--- src/hw/rtl/csfk_div.sv ---
`default_nettype none
// ----------------------------------------------------------------------------
// csfk_div
// Pipelined restoring divider: rounded magnitude quotient, one quotient bit
// per stage, saturated to 65535 and given the requested sign.
// ----------------------------------------------------------------------------
module csfk_div #(
  parameter int NW = 51,
  parameter int UDW = 31
) (
  input  wire logic                  clk,
  input  wire logic                  en,
  input  wire logic signed [NW-1:0]  num,
  input  wire logic [UDW-1:0]        den,
  input  wire logic                  neg,
  output logic signed [16:0]         quo
);

  localparam int QB = 17;
  localparam int RW = ((NW - 1 > UDW + QB) ? NW - 1 : UDW + QB) + 1;

  logic [NW-1:0]  mag;
  logic [RW-1:0]  rem [0:QB];
  logic [UDW-1:0] dv  [0:QB];
  logic [QB-1:0]  q   [0:QB];
  logic           ng  [0:QB];
  logic           ov  [0:QB];
  logic [15:0]    qs;

  assign mag = num[NW-1] ? NW'(-num) : NW'(num);

  always_ff @(posedge clk) begin
    if (en) begin
      rem[0] <= RW'(mag) + RW'(den >> 1);
      dv[0]  <= den;
      q[0]   <= '0;
      ng[0]  <= neg;
      ov[0]  <= 1'b0;
    end
  end

  for (genvar k = 0; k < QB; k++) begin : g_bit
    localparam int J = QB - 1 - k;
    logic cmp;
    assign cmp = rem[k] >= (RW'(dv[k]) << J);
    always_ff @(posedge clk) begin
      if (en) begin
        rem[k+1] <= cmp ? rem[k] - (RW'(dv[k]) << J) : rem[k];
        q[k+1]   <= q[k] | (QB'(cmp) << J);
        dv[k+1]  <= dv[k];
        ng[k+1]  <= ng[k];
        if (k == 0) begin
          ov[k+1] <= rem[k] >= (RW'(dv[k]) << QB);
        end else begin
          ov[k+1] <= ov[k];
        end
      end
    end
  end

  assign qs = (ov[QB] || q[QB][QB-1]) ? 16'hFFFF : q[QB][15:0];

  always_ff @(posedge clk) begin
    if (en) begin
      quo <= ng[QB] ? -$signed({1'b0, qs}) : $signed({1'b0, qs});
    end
  end

endmodule
`default_nettype wire

--- config.mk ---
export PLATFORM = sky130hd
export DESIGN_NAME = csfk_div
export DESIGN_NICKNAME = d
export VERILOG_FILES = /design/src/hw/rtl/csfk_div.sv
export SDC_FILE = /design/constraint.sdc
export NUM_CORES = 2
export LEC_CHECK = 0
export BUFFER_PORTS_ARGS = -buffer_cell sky130_fd_sc_hd__buf_2
export CORE_ASPECT_RATIO = 0.8
export CORE_MARGIN = 1.5
export CORE_UTILIZATION = 33
export CTS_CLUSTER_DIAMETER = 50
export CTS_CLUSTER_SIZE = 30
export DETAILED_ROUTE_END_ITERATION = 10
export SLEW_MARGIN = 10
export SYNTH_ARGS = -nofsm -noshare
export SYNTH_HDL_FRONTEND = slang
export SYNTH_SLANG_ARGS = --single-unit
--- constraint.sdc ---
create_clock -name clk -period 3.89 [get_ports clk]
set_input_delay 0.1945 -clock clk [delete_from_list [all_inputs] [get_ports clk]]
set_output_delay 0.1945 -clock clk [all_outputs]
set_load 0.005 [all_outputs]
======== Word level (Yosys, flattened, before mapping) ========
Memories as Yosys holds them, arrays and structs flattened.
Index checks and enable logic that the tools add are counted.
word-level totals
  bits in registers ....................... 17
  output and inout port bits .............. 17
  bits of input ports ..................... 85
  bits in writable memories ............... 1818
  memories ................................ 5
  logic and storage cells ................. 85
cells by class
  add/subtract/negate cells ............... 20
  bitwise logic cells ..................... 17
  mux-type cells .......................... 22
  magnitude comparators ................... 18
  reduce and logical (&&, ||, !) cells .... 1
memories
  name  depth  bits a word  read ports  clocked after memory_dff  write ports  line  RTL
  rem   18     51           17          0                         18           23    logic [RW-1:0] rem [0:QB];
  dv    18     31           17          0                         18           24    logic [UDW-1:0] dv [0:QB];
  q     18     17           18          0                         18           25    logic [QB-1:0] q [0:QB];
  ng    18     1            18          0                         18           26    logic ng [0:QB];
  ov    18     1            17          0                         18           27    logic ov [0:QB];
operators by type and width
  cell                            count
  two-way mux 51 bit              18
  adder 51 x 30 -> 51 bit         1
  >= comparator 51 x 31 -> 1 bit  1
  >= comparator 51 x 32 -> 1 bit  1
  >= comparator 51 x 33 -> 1 bit  1
  >= comparator 51 x 34 -> 1 bit  1
  >= comparator 51 x 35 -> 1 bit  1
  >= comparator 51 x 36 -> 1 bit  1
  >= comparator 51 x 37 -> 1 bit  1
  >= comparator 51 x 38 -> 1 bit  1
  >= comparator 51 x 39 -> 1 bit  1
  >= comparator 51 x 40 -> 1 bit  1
  >= comparator 51 x 41 -> 1 bit  1
  >= comparator 51 x 42 -> 1 bit  1
  >= comparator 51 x 43 -> 1 bit  1
  >= comparator 51 x 44 -> 1 bit  1
  >= comparator 51 x 45 -> 1 bit  1
  >= comparator 51 x 46 -> 1 bit  1
  >= comparator 51 x 47 -> 1 bit  1
  >= comparator 51 x 48 -> 1 bit  1
  negator 51 bit                  1
  subtractor 51 x 31 -> 51 bit    1
  subtractor 51 x 32 -> 51 bit    1
  subtractor 51 x 33 -> 51 bit    1
  other kinds (35)                37

======== Longest topological paths before layout ========
  word-level depth ........................ 4
  gate-level depth with buffers ........... 19
  gate-level depth less buffers ........... 17

======== Worst setup path before layout ========
OpenSTA, ideal clock, no wires.
  kind .................................... input -> register
  start point ............................. input port num[50]
  end point ............................... memory rem[0][50] (netlist bit) (data pin)
  buffers on the path ..................... 4
  stages .................................. 17
  setup time .............................. 0.264 ns
  arrival ................................. 3.878 ns
  setup slack ............................. -0.251 ns
  data required time ...................... 3.626 ns
  cell sequence ........................... clkbuf_1 -> clkbuf_1 -> clkbuf_1 -> clkbuf_1 -> o41ai_1 -> xnor2_1 -> ha_1 -> a211o_1 -> a221oi_1 -> o21ai_0 -> a221oi_1 -> a21bo_2 -> a21oi_1 -> o21ai_1 -> nor3_1 -> o211ai_1 -> o31ai_1
RTL lines
  element             line  RTL
  start: declaration  13    input wire logic signed [NW-1:0] num,
  end: declaration    23

==> metrics.cfg <==
[run_status]
status = finished, final reports clean

[yosys]
synth_fp_nets = 8948
ys_dominant_reg_cell = edfxtp_1
synth_mux_area_share_pct = 0.954
synth_seq_cells = 1599
synth_fa_ha_area_share_pct = 8.62
netlist.area_leader.share_pct = 53.1
synth_top_family_by_area = compound AO/OA/AOI/OAI gates
syn_inst = 8250
synth.largest_area_cell = edfxtp_1
synthSimpleGateAreaFrac_pct = 12.1
seq_area_frac_synth_pct = 53.1
synth.distinct_cells = 90
synth-compound-area-share_pct = 14.9
synth_xor_xnor_area_share_pct = 6.53
syn_area_per_cell_sq_um = 11.0
synthMostInstantiatedCell = edfxtp_1
synth_area_sq_um = 90500
synth_commonest_cells = 1599 x edfxtp_1, 698 x inv_1, 636 x a21oi_1
ys_async_sr_fraction_pct = 0
synth_edf_count = 1599
yosysWarnings = 0
synth_area_leaders = edfxtp_1 53%, ha_1 8.2%, xnor2_1 3.7%

[power]
sw_frac_of_total_pct = 36.7
p_seq_share_pct = 36.5
power.net_switching_mw = 27.3
clock_power_share_pct = 22.5
p_leak_nw = 41.9
p_total_mw = 74.3
combPwrFrac_pct = 41.0
internal_power_mw = 47.0
power.density_nw_per_um2 = 699
vdd_drop_max_v = 0.000353

[place]
placed_area_sq_um = 99400
place_ws_ns = -0.364
place_congestion = 0.934
hpwl_um = 180000
placed_cells = 12300
portBuffers = 101

[floorplanning]
dieArea_sq_um = 277000
die-width_um = 588
die_h_um = 471
rows = 171
core_sq_um = 272000
initial_core_util_pct = 33.3
io_pins = 102

[critical_path]
endpoint_kind = flop
r2r_slack_ns = 0.1
cp.required_ns = 4.45
crit_arrival_ns = 4.35
critPathKind = reg -> reg
worstPathMaxFanout = 4
worstSetupStartpointType = flop

[global_route]
grt-ovfl-total = 0
grt_pass1_vias = 65100
track_usage_pct = 16.0
grt_start_max_net_pins = 155
antenna_found_initial = 5
grt_pass1_wl_um = 357000

[sta]
maxSlewViolCount = 0
fin_skew_ns = 0.0681
hold_viol = 0
finalSetupViolations = 0
slew-limit-headroom_pct = 37.5
fmax_mhz = 264
tightestPinTransition_ns = 0.938
setup_ws_ns = 0.0991
whs_ns = 0.0651
tns_ns = 0
fin_crit_sh_pct = 97.5
fin_crit_ns = 3.79

[route]
postRouteAntennaNets = 0
routedWlPerCell_um = 18.0
drt_pre_antenna_iters = 6
post-route-drc-count = 0
num_vias = 64700
viasPerCell = 5.09
finalWirelength_um = 229000
drt_iter0_markers = 4280

[job]
drv_cap = 0

[cts]
cts_tree = yes
cts-htree-levels = 4
clk_pin_slew_ns = 0.07
cts.sinks = 1599
root_buffer = clkbuf_16
worstSkewPairLatency_ns = 0.85
numCtsBuffers = 165
clk_path_buf_depth = 4

[finish]
synthToLayoutAreaGrowth_pct = 17.4
drive_gt1_share_pct = 12.9
final_util_pct = 39.1
final_cells = 12700
finalInstanceArea_sq_um = 106000
layout.nets = 9641

[hold_path]
worstHoldPathType = in -> reg

## layout by cell type, fill, tap and decap left out, types with 182 or more instances in the layout
master | Yosys | routed
o21ai_0 | 533 | 525
a21o_1 | 349 | 349
buf_4 | 1 | 540
xor2_1 | 292 | 292
xnor2_1 | 383 | 383
inv_1 | 698 | 698
ha_1 | 596 | 592
a21oi_1 | 636 | 628
nor3_1 | 186 | 182
nand2_1 | 589 | 588
edfxtp_1 | 1599 | 1599
nor2_1 | 549 | 546
## worst max-delay path, cell delays in order (launching register included)
cell,delay [ns]
edfxtp_1,0.42
ha_1,0.38
nand4_1,0.33
or4_1,0.63
or4_1,0.59
o21ai_0,0.29
a211oi_1,0.13
and2_1,0.25
clkinvlp_4,0.17
mux2_2,0.35
## path summary, 6_finish.rpt
check        cells after the start                  from               endpoint
max                              9  rem[15][6]$_DFFE_PP_  rem[16][13]$_DFFE_PP_
max reg2reg                      9  rem[15][6]$_DFFE_PP_  rem[16][13]$_DFFE_PP_
min                              4               num[29]   rem[0][30]$_DFFE_PP_
min reg2reg                      0    q[8][14]$_DFFE_PP_     q[9][14]$_DFFE_PP_
## metal layers
layer	global-route usage [%]	vias to the layer above	routed length [um]
li1	-	31900	-
met1	18.7	30700	95600
met5	0	-	0
met4	8.24	0	13000
met2	28.9	1516	112000
met3	1.97	524	8330
## cells by family (layout without fill, tap and decap cells)
group	Yosys count	count (layout)
fa+ha+maj	613	613
xor+xnor	675	675
compound gates	2151	2151
mux	77	77
simple gates	2227	2227
other cells	0	3
flops	1599	1599
buf+inv	908	1730
## final cells by class
cell class / count / area [sq um]
multi-input combinational: 5743 / 39500
inverter: 703 / 2640
antenna: 3 / 7.51
timing repair buffer: 731 / 5790
fill: 25900 / 166000
clock inverter: 119 / 1470
tap: 3633 / 4550
sequential: 1599 / 48000
clock buffer: 177 / 4280
## what timing repair did
item / in CTS / in global routing
endpoints found under the setup margin: 12 / 234
pin swaps: 1 / 22
hold endpoints to repair: 126 / 0
gates resized for setup: 8 / 80
buffers inserted: 0 / 13
hold buffers: 58 / 0
## registers in the layout, summed over array words and instances, names as in the netlist
signal  cells
q         153
quo        17
rem       867
ng         18
dv        527
ov         17
## power by group through the flow
stage | registers (mW) | clock network (mW) | logic [mW]
after floorplan | 26.2 | 0 | 21.2
after global placement | 27.4 | 0 | 29.4
after detailed placement | 27.4 | 0 | 29.9
after CTS | 27.1 | 17.2 | 30.2
after global routing | 27.5 | 17.8 | 33.8
final | 27.1 | 16.7 | 30.5
No activity file was read; power rests on OpenSTA's default activity.
